$ cat src/sv/mst_pkg.sv
// Shared constants, codes and inter-module types for the multiplexed software timers.
package mst_pkg;

  localparam int TIMERS      = 8;
  localparam int MAX_RESULTS = 8;
  localparam int TIDX_W      = (TIMERS > 1) ? $clog2(TIMERS) : 1;
  localparam int CNT_W       = $clog2(TIMERS + 1);
  localparam int NRES_W      = $clog2(MAX_RESULTS + 1);
  localparam int DL_W        = 32;
  localparam int FUNC_W      = 2;
  localparam int INDEX_W     = 3;
  localparam int KIND_W      = 2;

  typedef enum logic [FUNC_W-1:0] {
    FN_START = 2'd0,
    FN_STOP  = 2'd1,
    FN_TICK  = 2'd2,
    FN_QUERY = 2'd3
  } func_t;

  typedef enum logic [KIND_W-1:0] {
    KD_NONE    = 2'd0,
    KD_REJECT  = 2'd1,
    KD_EXPIRED = 2'd2,
    KD_QUERY   = 2'd3
  } kind_t;

  typedef struct packed {
    logic start;
    logic clear;
  } scan_ctrl_t;

  typedef struct packed {
    logic              done;
    logic [TIDX_W-1:0] best_idx;
    logic [DL_W-1:0]   best_dl;
  } scan_stat_t;

endpackage

$ cat src/sv/mst_chan_if.sv
// Valid/ready channel interfaces for the request and result streams.
interface mst_in_if;
  logic                        valid;
  logic                        ready;
  logic [mst_pkg::FUNC_W-1:0]  func;
  logic [mst_pkg::INDEX_W-1:0] timer_index;
  logic [mst_pkg::DL_W-1:0]    duration;

  modport source (output valid, func, timer_index, duration, input ready);
  modport sink (input valid, func, timer_index, duration, output ready);
endinterface

interface mst_out_if;
  logic                        valid;
  logic                        ready;
  logic [mst_pkg::KIND_W-1:0]  kind;
  logic [mst_pkg::INDEX_W-1:0] which_timer;
  logic                        has_ended;
  logic                        last;

  modport source (output valid, kind, which_timer, has_ended, last, input ready);
  modport sink (input valid, kind, which_timer, has_ended, last, output ready);
endinterface

$ cat src/sv/multiplexed_software_timers_core.sv
// Top level: request sequencer, timer state and result register of the software timers.
//
//  Channel   Direction  Carries
//  in_chan   sink       func, timer_index, duration
//  out_chan  source     kind, which_timer, has_ended, last
//
// A query, a rejected start, a stop that leaves no timer running and a tick with nothing
// due need no search. A start, a stop that leaves timers running and each expiry on a tick
// (but the one that stops the last running timer) re-walk the deadline RAM through its
// read port, one entry a cycle.
// Reset is synchronous and active low; after it no timer runs and the counter is zero.
// A stalled result holds the sequencer only when a further result must be loaded.
module multiplexed_software_timers_core (
  input  logic             clk,
  input  logic             rst_n,
  mst_in_if.sink           in_chan,
  mst_out_if.source        out_chan
);

  typedef enum logic [4:0] {
    ST_IDLE  = 5'b00001,
    ST_START = 5'b00010,
    ST_SCAN  = 5'b00100,
    ST_CHECK = 5'b01000,
    ST_REPLY = 5'b10000
  } state_t;

  state_t                      state_r, state_nxt;
  logic [mst_pkg::TIMERS-1:0]  running_r, running_nxt;
  logic [mst_pkg::CNT_W-1:0]   count_r, count_nxt;
  logic [mst_pkg::DL_W-1:0]    counter_r, counter_nxt;
  logic [mst_pkg::TIDX_W-1:0]  idx_r, idx_nxt;
  logic [mst_pkg::DL_W-1:0]    dur_r, dur_nxt;
  logic                        ret_tick_r, ret_tick_nxt;
  mst_pkg::kind_t              rkind_r, rkind_nxt;
  logic [mst_pkg::INDEX_W-1:0] rwhich_r, rwhich_nxt;
  logic                        rended_r, rended_nxt;
  logic                        pend_r, pend_nxt;
  logic [mst_pkg::TIDX_W-1:0]  pend_which_r, pend_which_nxt;
  logic [mst_pkg::NRES_W-1:0]  n_r, n_nxt;

  logic                        out_valid_r, out_valid_nxt;
  mst_pkg::kind_t              out_kind_r;
  logic [mst_pkg::INDEX_W-1:0] out_which_r;
  logic                        out_ended_r;
  logic                        out_last_r;

  logic                        out_load;
  mst_pkg::kind_t              ld_kind;
  logic [mst_pkg::INDEX_W-1:0] ld_which;
  logic                        ld_ended;
  logic                        ld_last;

  mst_pkg::scan_ctrl_t         scan_ctrl;
  mst_pkg::scan_stat_t         scan_st;
  logic [mst_pkg::TIDX_W-1:0]  rd_addr;
  logic [mst_pkg::DL_W-1:0]    rd_data;
  logic                        ram_we;

  logic                        accept;
  logic                        slot_free;
  logic                        in_idx_ok;
  logic [mst_pkg::TIDX_W-1:0]  in_tidx;
  logic                        in_running;
  logic                        due;

  assign in_chan.ready = (state_r == ST_IDLE);
  assign accept        = in_chan.valid && in_chan.ready;
  assign slot_free     = !out_valid_r || out_chan.ready;
  assign in_idx_ok     = int'(in_chan.timer_index) < mst_pkg::TIMERS;
  assign in_tidx       = mst_pkg::TIDX_W'(in_chan.timer_index);
  assign in_running    = in_idx_ok && running_r[in_tidx];

  // The earliest running deadline is due once it is at or before the counter.
  assign due = (count_r != '0) && (scan_st.best_dl <= counter_r) &&
               (n_r < mst_pkg::NRES_W'(mst_pkg::MAX_RESULTS));

  mst_ram #(
    .WIDTH (mst_pkg::DL_W),
    .DEPTH (mst_pkg::TIMERS)
  ) u_deadline_ram (
    .clk   (clk),
    .we    (ram_we),
    .waddr (idx_r),
    .wdata (counter_r + dur_r),
    .raddr (rd_addr),
    .rdata (rd_data)
  );

  mst_scan u_scan (
    .clk     (clk),
    .rst_n   (rst_n),
    .ctrl    (scan_ctrl),
    .running (running_r),
    .rd_data (rd_data),
    .rd_addr (rd_addr),
    .stat    (scan_st)
  );

  always_comb begin
    state_nxt      = state_r;
    running_nxt    = running_r;
    count_nxt      = count_r;
    counter_nxt    = counter_r;
    idx_nxt        = idx_r;
    dur_nxt        = dur_r;
    ret_tick_nxt   = ret_tick_r;
    rkind_nxt      = rkind_r;
    rwhich_nxt     = rwhich_r;
    rended_nxt     = rended_r;
    pend_nxt       = pend_r;
    pend_which_nxt = pend_which_r;
    n_nxt          = n_r;
    scan_ctrl      = '0;
    ram_we         = 1'b0;
    out_load       = 1'b0;
    ld_kind        = mst_pkg::KD_NONE;
    ld_which       = '0;
    ld_ended       = 1'b0;
    ld_last        = 1'b1;

    case (state_r)
      ST_IDLE: begin
        if (accept) begin
          rkind_nxt  = mst_pkg::KD_NONE;
          rwhich_nxt = '0;
          rended_nxt = 1'b0;
          idx_nxt    = in_tidx;
          dur_nxt    = in_chan.duration;
          case (in_chan.func)
            mst_pkg::FN_START: begin
              if (in_idx_ok && (count_r < mst_pkg::CNT_W'(mst_pkg::TIMERS))) begin
                state_nxt = ST_START;
              end else begin
                rkind_nxt = mst_pkg::KD_REJECT;
                state_nxt = ST_REPLY;
              end
            end
            mst_pkg::FN_STOP: begin
              state_nxt = ST_REPLY;
              if (in_running) begin
                running_nxt[in_tidx] = 1'b0;
                count_nxt            = count_r - mst_pkg::CNT_W'(1);
                if (count_r == mst_pkg::CNT_W'(1)) begin
                  counter_nxt     = '0;
                  scan_ctrl.clear = 1'b1;
                end else begin
                  scan_ctrl.start = 1'b1;
                  ret_tick_nxt    = 1'b0;
                  state_nxt       = ST_SCAN;
                end
              end
            end
            mst_pkg::FN_TICK: begin
              if (count_r == '0) begin
                state_nxt = ST_REPLY;
              end else begin
                counter_nxt = counter_r + mst_pkg::DL_W'(1);
                n_nxt       = '0;
                pend_nxt    = 1'b0;
                state_nxt   = ST_CHECK;
              end
            end
            mst_pkg::FN_QUERY: begin
              rkind_nxt  = mst_pkg::KD_QUERY;
              rwhich_nxt = in_chan.timer_index;
              rended_nxt = !in_running;
              state_nxt  = ST_REPLY;
            end
            default: begin
              state_nxt = ST_REPLY;
            end
          endcase
        end
      end

      ST_START: begin
        // Restarting a running timer re-arms it without changing the count.
        ram_we = 1'b1;
        if (!running_r[idx_r]) begin
          running_nxt[idx_r] = 1'b1;
          count_nxt          = count_r + mst_pkg::CNT_W'(1);
        end
        scan_ctrl.start = 1'b1;
        ret_tick_nxt    = 1'b0;
        state_nxt       = ST_SCAN;
      end

      ST_SCAN: begin
        if (scan_st.done) begin
          state_nxt = ret_tick_r ? ST_CHECK : ST_REPLY;
        end
      end

      ST_CHECK: begin
        // An expiry is held back until the next check tells whether it is the last.
        if (due) begin
          if (!pend_r || slot_free) begin
            if (pend_r) begin
              out_load = 1'b1;
              ld_kind  = mst_pkg::KD_EXPIRED;
              ld_which = mst_pkg::INDEX_W'(pend_which_r);
              ld_last  = 1'b0;
            end
            running_nxt[scan_st.best_idx] = 1'b0;
            count_nxt      = count_r - mst_pkg::CNT_W'(1);
            pend_nxt       = 1'b1;
            pend_which_nxt = scan_st.best_idx;
            n_nxt          = n_r + mst_pkg::NRES_W'(1);
            if (count_r == mst_pkg::CNT_W'(1)) begin
              counter_nxt     = '0;
              scan_ctrl.clear = 1'b1;
            end else begin
              scan_ctrl.start = 1'b1;
              ret_tick_nxt    = 1'b1;
              state_nxt       = ST_SCAN;
            end
          end
        end else if (slot_free) begin
          out_load  = 1'b1;
          ld_kind   = pend_r ? mst_pkg::KD_EXPIRED : mst_pkg::KD_NONE;
          ld_which  = pend_r ? mst_pkg::INDEX_W'(pend_which_r) : '0;
          pend_nxt  = 1'b0;
          state_nxt = ST_IDLE;
        end
      end

      ST_REPLY: begin
        if (slot_free) begin
          out_load  = 1'b1;
          ld_kind   = rkind_r;
          ld_which  = rwhich_r;
          ld_ended  = rended_r;
          state_nxt = ST_IDLE;
        end
      end

      default: begin
        state_nxt = ST_IDLE;
      end
    endcase
  end

  assign out_valid_nxt = out_load ? 1'b1 : (out_chan.ready ? 1'b0 : out_valid_r);

  always_ff @(posedge clk) begin
    if (!rst_n) begin
      state_r     <= ST_IDLE;
      running_r   <= '0;
      count_r     <= '0;
      counter_r   <= '0;
      ret_tick_r  <= 1'b0;
      pend_r      <= 1'b0;
      n_r         <= '0;
      out_valid_r <= 1'b0;
    end else begin
      state_r     <= state_nxt;
      running_r   <= running_nxt;
      count_r     <= count_nxt;
      counter_r   <= counter_nxt;
      ret_tick_r  <= ret_tick_nxt;
      pend_r      <= pend_nxt;
      n_r         <= n_nxt;
      out_valid_r <= out_valid_nxt;
    end
  end

  always_ff @(posedge clk) begin
    idx_r        <= idx_nxt;
    dur_r        <= dur_nxt;
    rkind_r      <= rkind_nxt;
    rwhich_r     <= rwhich_nxt;
    rended_r     <= rended_nxt;
    pend_which_r <= pend_which_nxt;
    if (out_load) begin
      out_kind_r  <= ld_kind;
      out_which_r <= ld_which;
      out_ended_r <= ld_ended;
      out_last_r  <= ld_last;
    end
  end

  assign out_chan.valid       = out_valid_r;
  assign out_chan.kind        = out_kind_r;
  assign out_chan.which_timer = out_which_r;
  assign out_chan.has_ended   = out_ended_r;
  assign out_chan.last        = out_last_r;

  // The running count always matches the number of running timers.
  a_count_matches: assert property (@(posedge clk) disable iff (!rst_n)
    count_r == mst_pkg::CNT_W'($countones(running_r)))
    else $error("running count out of step with running timers");

  // With no timer running the counter rests at zero.
  a_counter_halted: assert property (@(posedge clk) disable iff (!rst_n)
    (state_r == ST_IDLE && count_r == '0) |-> (counter_r == '0))
    else $error("counter moving with no timer running");

  // Between requests the earliest pointer names a running timer.
  a_earliest_running: assert property (@(posedge clk) disable iff (!rst_n)
    (state_r == ST_IDLE && count_r != '0) |-> running_r[scan_st.best_idx])
    else $error("earliest timer is not running");

  // A finished search is only ever awaited by the search state.
  a_done_in_scan: assert property (@(posedge clk) disable iff (!rst_n)
    scan_st.done |-> (state_r == ST_SCAN))
    else $error("search finished outside the search state");

  // A tick never produces more expiries than a transaction may carry.
  a_expiry_bound: assert property (@(posedge clk) disable iff (!rst_n)
    n_r <= mst_pkg::NRES_W'(mst_pkg::MAX_RESULTS))
    else $error("too many expiries on one tick");

endmodule

$ cat src/sv/mst_ram.sv
// Generic single-write, single-read RAM with a registered read port.
module mst_ram #(
  parameter int WIDTH = 32,
  parameter int DEPTH = 8
) (
  input  logic                                    clk,
  input  logic                                    we,
  input  logic [((DEPTH > 1) ? $clog2(DEPTH) : 1)-1:0] waddr,
  input  logic [WIDTH-1:0]                        wdata,
  input  logic [((DEPTH > 1) ? $clog2(DEPTH) : 1)-1:0] raddr,
  output logic [WIDTH-1:0]                        rdata
);

  logic [WIDTH-1:0] mem [DEPTH];

  always_ff @(posedge clk) begin
    if (we) begin
      mem[waddr] <= wdata;
    end
    rdata <= mem[raddr];
  end

endmodule

$ cat src/sv/mst_scan.sv
// Earliest-deadline search: walks the deadline RAM one entry a cycle through one comparator.
module mst_scan (
  input  logic                       clk,
  input  logic                       rst_n,
  input  mst_pkg::scan_ctrl_t        ctrl,
  input  logic [mst_pkg::TIMERS-1:0] running,
  input  logic [mst_pkg::DL_W-1:0]   rd_data,
  output logic [mst_pkg::TIDX_W-1:0] rd_addr,
  output mst_pkg::scan_stat_t        stat
);

  logic                       issuing_r, issuing_nxt;
  logic [mst_pkg::TIDX_W-1:0] addr_r, addr_nxt;
  logic                       cmp_valid_r, cmp_valid_nxt;
  logic                       cmp_last_r, cmp_last_nxt;
  logic [mst_pkg::TIDX_W-1:0] cmp_idx_r, cmp_idx_nxt;
  logic                       found_r, found_nxt;
  logic [mst_pkg::TIDX_W-1:0] best_idx_r, best_idx_nxt;
  logic [mst_pkg::DL_W-1:0]   best_dl_r, best_dl_nxt;
  logic                       done_r, done_nxt;
  logic                       take;

  assign rd_addr = addr_r;

  // Strictly earlier wins, so on equal deadlines the lower-numbered timer is kept.
  assign take = cmp_valid_r && running[cmp_idx_r] && (!found_r || (rd_data < best_dl_r));

  always_comb begin
    issuing_nxt   = issuing_r;
    addr_nxt      = addr_r;
    cmp_valid_nxt = issuing_r;
    cmp_idx_nxt   = addr_r;
    cmp_last_nxt  = (addr_r == mst_pkg::TIDX_W'(mst_pkg::TIMERS - 1));
    found_nxt     = found_r;
    best_idx_nxt  = best_idx_r;
    best_dl_nxt   = best_dl_r;
    done_nxt      = cmp_valid_r && cmp_last_r;

    if (issuing_r) begin
      if (cmp_last_nxt) begin
        issuing_nxt = 1'b0;
      end else begin
        addr_nxt = addr_r + mst_pkg::TIDX_W'(1);
      end
    end

    if (take) begin
      found_nxt    = 1'b1;
      best_idx_nxt = cmp_idx_r;
      best_dl_nxt  = rd_data;
    end

    if (ctrl.start) begin
      issuing_nxt  = 1'b1;
      addr_nxt     = '0;
      found_nxt    = 1'b0;
      best_idx_nxt = '0;
    end else if (ctrl.clear) begin
      best_idx_nxt = '0;
    end
  end

  always_ff @(posedge clk) begin
    if (!rst_n) begin
      issuing_r   <= 1'b0;
      addr_r      <= '0;
      cmp_valid_r <= 1'b0;
      found_r     <= 1'b0;
      best_idx_r  <= '0;
      done_r      <= 1'b0;
    end else begin
      issuing_r   <= issuing_nxt;
      addr_r      <= addr_nxt;
      cmp_valid_r <= cmp_valid_nxt;
      found_r     <= found_nxt;
      best_idx_r  <= best_idx_nxt;
      done_r      <= done_nxt;
    end
  end

  always_ff @(posedge clk) begin
    cmp_idx_r  <= cmp_idx_nxt;
    cmp_last_r <= cmp_last_nxt;
    best_dl_r  <= best_dl_nxt;
  end

  assign stat.done     = done_r;
  assign stat.best_idx = best_idx_r;
  assign stat.best_dl  = best_dl_r;

endmodule
$ cat src/flat_wrapper.sv
// flat-port wrapper written by rule: the top's interface ports become plain ports
module multiplexed_software_timers_core_flat 
  (clk, rst_n, in_chan_valid, in_chan_func, in_chan_timer_index, in_chan_duration, in_chan_ready, out_chan_valid, out_chan_kind, out_chan_which_timer, out_chan_has_ended, out_chan_last, out_chan_ready);
  mst_in_if in_chan_i ();
  mst_out_if out_chan_i ();
  input  logic clk;
  input  logic rst_n;
  input wire logic [$bits(in_chan_i.valid)-1:0] in_chan_valid;
  input wire logic [$bits(in_chan_i.func)-1:0] in_chan_func;
  input wire logic [$bits(in_chan_i.timer_index)-1:0] in_chan_timer_index;
  input wire logic [$bits(in_chan_i.duration)-1:0] in_chan_duration;
  output wire logic [$bits(in_chan_i.ready)-1:0] in_chan_ready;
  output wire logic [$bits(out_chan_i.valid)-1:0] out_chan_valid;
  output wire logic [$bits(out_chan_i.kind)-1:0] out_chan_kind;
  output wire logic [$bits(out_chan_i.which_timer)-1:0] out_chan_which_timer;
  output wire logic [$bits(out_chan_i.has_ended)-1:0] out_chan_has_ended;
  output wire logic [$bits(out_chan_i.last)-1:0] out_chan_last;
  input wire logic [$bits(out_chan_i.ready)-1:0] out_chan_ready;
  assign in_chan_i.valid = in_chan_valid;
  assign in_chan_i.func = in_chan_func;
  assign in_chan_i.timer_index = in_chan_timer_index;
  assign in_chan_i.duration = in_chan_duration;
  assign in_chan_ready = in_chan_i.ready;
  assign out_chan_valid = out_chan_i.valid;
  assign out_chan_kind = out_chan_i.kind;
  assign out_chan_which_timer = out_chan_i.which_timer;
  assign out_chan_has_ended = out_chan_i.has_ended;
  assign out_chan_last = out_chan_i.last;
  assign out_chan_i.ready = out_chan_ready;
  multiplexed_software_timers_core u_core (.clk(clk), .rst_n(rst_n), .in_chan(in_chan_i), .out_chan(out_chan_i));
endmodule
$ cat config.mk
export PLATFORM = sky130hd
export DESIGN_NAME = multiplexed_software_timers_core_flat
export DESIGN_NICKNAME = d
export VERILOG_FILES = /design/src/sv/mst_pkg.sv /design/src/sv/mst_chan_if.sv /design/src/sv/multiplexed_software_timers_core.sv /design/src/sv/mst_ram.sv /design/src/sv/mst_scan.sv /design/src/flat_wrapper.sv
export SDC_FILE = /design/constraint.sdc
export NUM_CORES = 1
export LEC_CHECK = 0
export BUFFER_PORTS_ARGS = -buffer_cell sky130_fd_sc_hd__buf_4
export CAP_MARGIN = 20
export CORE_UTILIZATION = 63
export DETAILED_ROUTE_END_ITERATION = 7
export PLACE_DENSITY = 0.78
export SYNTH_ARGS = -nofsm -noshare
export SYNTH_HDL_FRONTEND = slang
export SYNTH_SLANG_ARGS = --single-unit
$ cat constraint.sdc
create_clock -name clk -period 4.96 [get_ports clk]
set_clock_uncertainty 0.1 [all_clocks]
set_input_delay 0.248 -clock clk [delete_from_list [all_inputs] [get_ports clk]]
set_output_delay 0.248 -clock clk [all_outputs]
set_load 0.05 [all_outputs]
==> flow_metrics.env <==
export IMPL_post_cts_setup_buffers=0
export IMPL_power_density_nw_per_um2=335
export IMPL_insertion_delay_ns=0.55
export IMPL_io_pin_count=50
export IMPL_dpl_cell_area_um2=20700
export IMPL_crit_buf_inv=0
export IMPL_grt_pass1_vias=12304
export IMPL_multi_input_area_um2=7200
export IMPL_required_ns=5.14
export IMPL_slew_headroom_pct=33.1
export IMPL_netlist_area_um2=19900
export IMPL_avgSynthCellArea_um2=13.9
export IMPL_track_usage_pct=27.6
export IMPL_coreArea_um2=30800
export IMPL_ir_drop_mv=0.337
export IMPL_grt_pass1_wl_um=68500
export IMPL_die_w_um=180
export IMPL_synthesis_nets=1582
export IMPL_vias=12385
export IMPL_ys_flop_type="edfxtp_1"
export IMPL_synthArstFlopShare_pct=0
export IMPL_rsz0062_at_grt="false"
export IMPL_layout_common_cells="339 x edfxtp_1, 106 x ha_1, 99 x dfxtp_1, 86 x inv_1, 77 x nand2_1"
export IMPL_cp_end_kind="flip-flop"
export IMPL_crit_family="compound AO/OA/AOI/OAI gates"
export IMPL_maxCapViolations=0
export IMPL_worstPathCellList="ha_1 > and3_1 > a211oi_1 > a21oi_1 > o21ai_2 > o211a_1 > o21ai_1 > a211o_1 > a21oi_1 > xnor2_1"
export IMPL_place_gp_congestion=0.899
export IMPL_synth_top_cell_area_share_pct=51.2
export IMPL_drt_iter0_markers=1271
export IMPL_grt_overflow=0
export IMPL_area_growth_pct=13.1
export IMPL_drt_first_pass_iters=8
export IMPL_fp_dieH_um=180
export IMPL_synthTopCellsByArea="edfxtp_1 51%, dfxtp_1 10%, mux4_2 7.7%"
export IMPL_finalWirelength_um=43300
export IMPL_post_route_drc_count=5
export IMPL_tightest_slew_ns=1.00
export IMPL_yosys_warnings=0
export IMPL_synth_largest_area_cell="edfxtp_1"
export IMPL_clkSinkCount=441
export IMPL_setup_tns_ns=0
export IMPL_ys_seq_elements=441
export IMPL_critPathMaxFanout=8
export IMPL_cts_clk_slew_worst_paths_ns=0.06
export IMPL_outcome="finished, violations left"
export IMPL_cpMostUsedCell="a21oi_1"
export IMPL_clock_path_buffers=3
export IMPL_arrival_ns=3.86
export IMPL_fill_cells=1954
export IMPL_final_setup_worst_slack_ns=1.28
export IMPL_seq_area_frac_synth_pct=61.5
export IMPL_slowest_stage="a211oi_1"
export IMPL_n_antenna_cell=0
export IMPL_cts_buffers_inserted=44
export IMPL_rows=64
export IMPL_leakage_nw=8.01
export IMPL_hold_class="in -> reg"
export IMPL_root_buffer="clkbuf_16"
export IMPL_violations="design-rule violations"
export IMPL_via_per_inst=6.30
export IMPL_synth_edf_count=339
export IMPL_path_class="reg -> reg"
export IMPL_design_area_um2=22500
export IMPL_min_period_ns=3.68
export IMPL_finalSetupViolCount=0
export IMPL_cts_htree_levels=2
export IMPL_max_freq_mhz=272
export IMPL_layout_drive_gt1_share_pct=17.5
export IMPL_final_common_cell="edfxtp_1"
export IMPL_antenna_left=0
export IMPL_layout_nets=1681
export IMPL_max_stage_delay_ns=0.53
export IMPL_regArea_um2=12200
export IMPL_yosysUniqueCellTypes=76
export IMPL_dieArea_um2=32300
export IMPL_startpoint_type="flip-flop"
export IMPL_fin_crit_sh_pct=74.3
export IMPL_place_ws_ns=1.38
export IMPL_holdWs_ns=0.106
export IMPL_grt_max_degree=62
export IMPL_hpwlAfterDp_um=28500
export IMPL_io_buffer_count=49
export IMPL_finalMaxSlewViolations=0
export IMPL_power_total_mw=7.52
export IMPL_hold_viol=0
export IMPL_synthCells=1434
export IMPL_start_util_pct=64.5
export IMPL_routedWlPerCell_um=22.1
export IMPL_antenna_found_initial=0
export IMPL_cts_tree="done"
[metal layers]
metal	track usage, %	wire [µm]	vias up	share of wire [%]
met5	0	0	-	0
met2	43.9	20400	473	47
met4	8.34	1100	0	2.5
li1	-	-	5701	-
met3	4.70	3060	81	7.0
met1	39.4	18800	6130	43
[cell type report]
cell class                 count  area share [%]
timing repair buffer         101            3.88
clock inverter                26           0.885
inverter                      86            1.44
clock buffer                  56            5.23
multi-input combinational    859            32.0
tap                          396            2.20
sequential                   441            54.4
[synth_stat cells (all sizes together), types with 11 or more instances]
| cell | instances |
|---|---|
| a31oi | 13 |
| and3 | 23 |
| mux4 | 68 |
| nand3 | 30 |
| nor2 | 75 |
| clkbuf | 32 |
| buf | 16 |
| xnor2 | 25 |
| nand2 | 79 |
| a21oi | 74 |
| and2 | 19 |
| o21a | 21 |
| nor3 | 33 |
| o21ai | 70 |
| edfxtp | 339 |
| nor2b | 11 |
| a21o | 19 |
| dfxtp | 102 |
| inv | 86 |
| nand4 | 19 |
| mux2 | 32 |
| mux2i | 12 |
| ha | 106 |
| nand2b | 12 |
| o221a | 11 |
| nor4 | 16 |
| a21boi | 11 |
[state kept, by name, indices dropped and copies added (netlist names), 4 cells and up]
register,flops
u_core.u_deadline_ram.mem,256
u_core.u_scan.best_dl_r,32
u_core.count_r,4
u_core.n_r,4
u_core.u_deadline_ram.rdata,32
u_core.running_r,8
u_core.counter_r,32
u_core.state_r,5
u_core.dur_r,32
[worst reg2reg max path, stage by stage, from the launching register on]
cell and delay, ns:
dfxtp_1 0.49, ha_1 0.34, and3_1 0.18, a211oi_1 0.53, a21oi_1 0.29, o21ai_2 0.34
o211a_1 0.22, o21ai_1 0.15, a211o_1 0.30, a21oi_1 0.18, xnor2_1 0.30
[power breakdown]
| part | switching (mW) | internal [mW] | total (mW) |
|---|---|---|---|
| Combinational | 0.187 | 0.108 | 0.295 |
| Clock | 1.38 | 1.79 | 3.18 |
| Sequential | 0.0260 | 4.03 | 4.05 |
| Total | 1.59 | 5.93 | 7.52 |
[through the flow]
step	utilization, %	cells
after global placement	67.2	1845
after detailed placement	67.2	1845
after global routing	73.0	1965
after CTS	72.8	1963
after floorplan	-	1434
final	73.0	1965
[final timing paths]
check	cells after the start	end	slack, ns	startpoint
setup / recovery	10	u_core.u_deadline_ram.mem[1][31]	1.28	u_core.counter_r[3]
hold / removal	2	u_core.rkind_r[1]	0.11	in_chan_func[0]
hold reg to reg	0	u_core.u_scan.best_dl_r[0]	0.34	u_core.u_deadline_ram.rdata[0]
setup reg to reg	10	u_core.u_deadline_ram.mem[1][31]	1.28	u_core.counter_r[3]
[timing repair]
action                                 in CTS  in global routing
endpoints found under the hold margin      39                  0
gates resized for setup                     0                  0
hold buffers                               36                  0
[logic make-up after synthesis]
logic type               Yosys count  share of synthesized area, %
flip-flops                       441                          61.5
adder cells (fa/ha/maj)          107                          6.77
AND/OR/NAND/NOR                  336                          8.71
XOR/XNOR                          35                          1.54
AO/OA/AOI/OAI                    269                          8.76
buffers and inverters            134                          2.64
multiplexers                     112                          10.1
(Power assumes the default switching activity.)
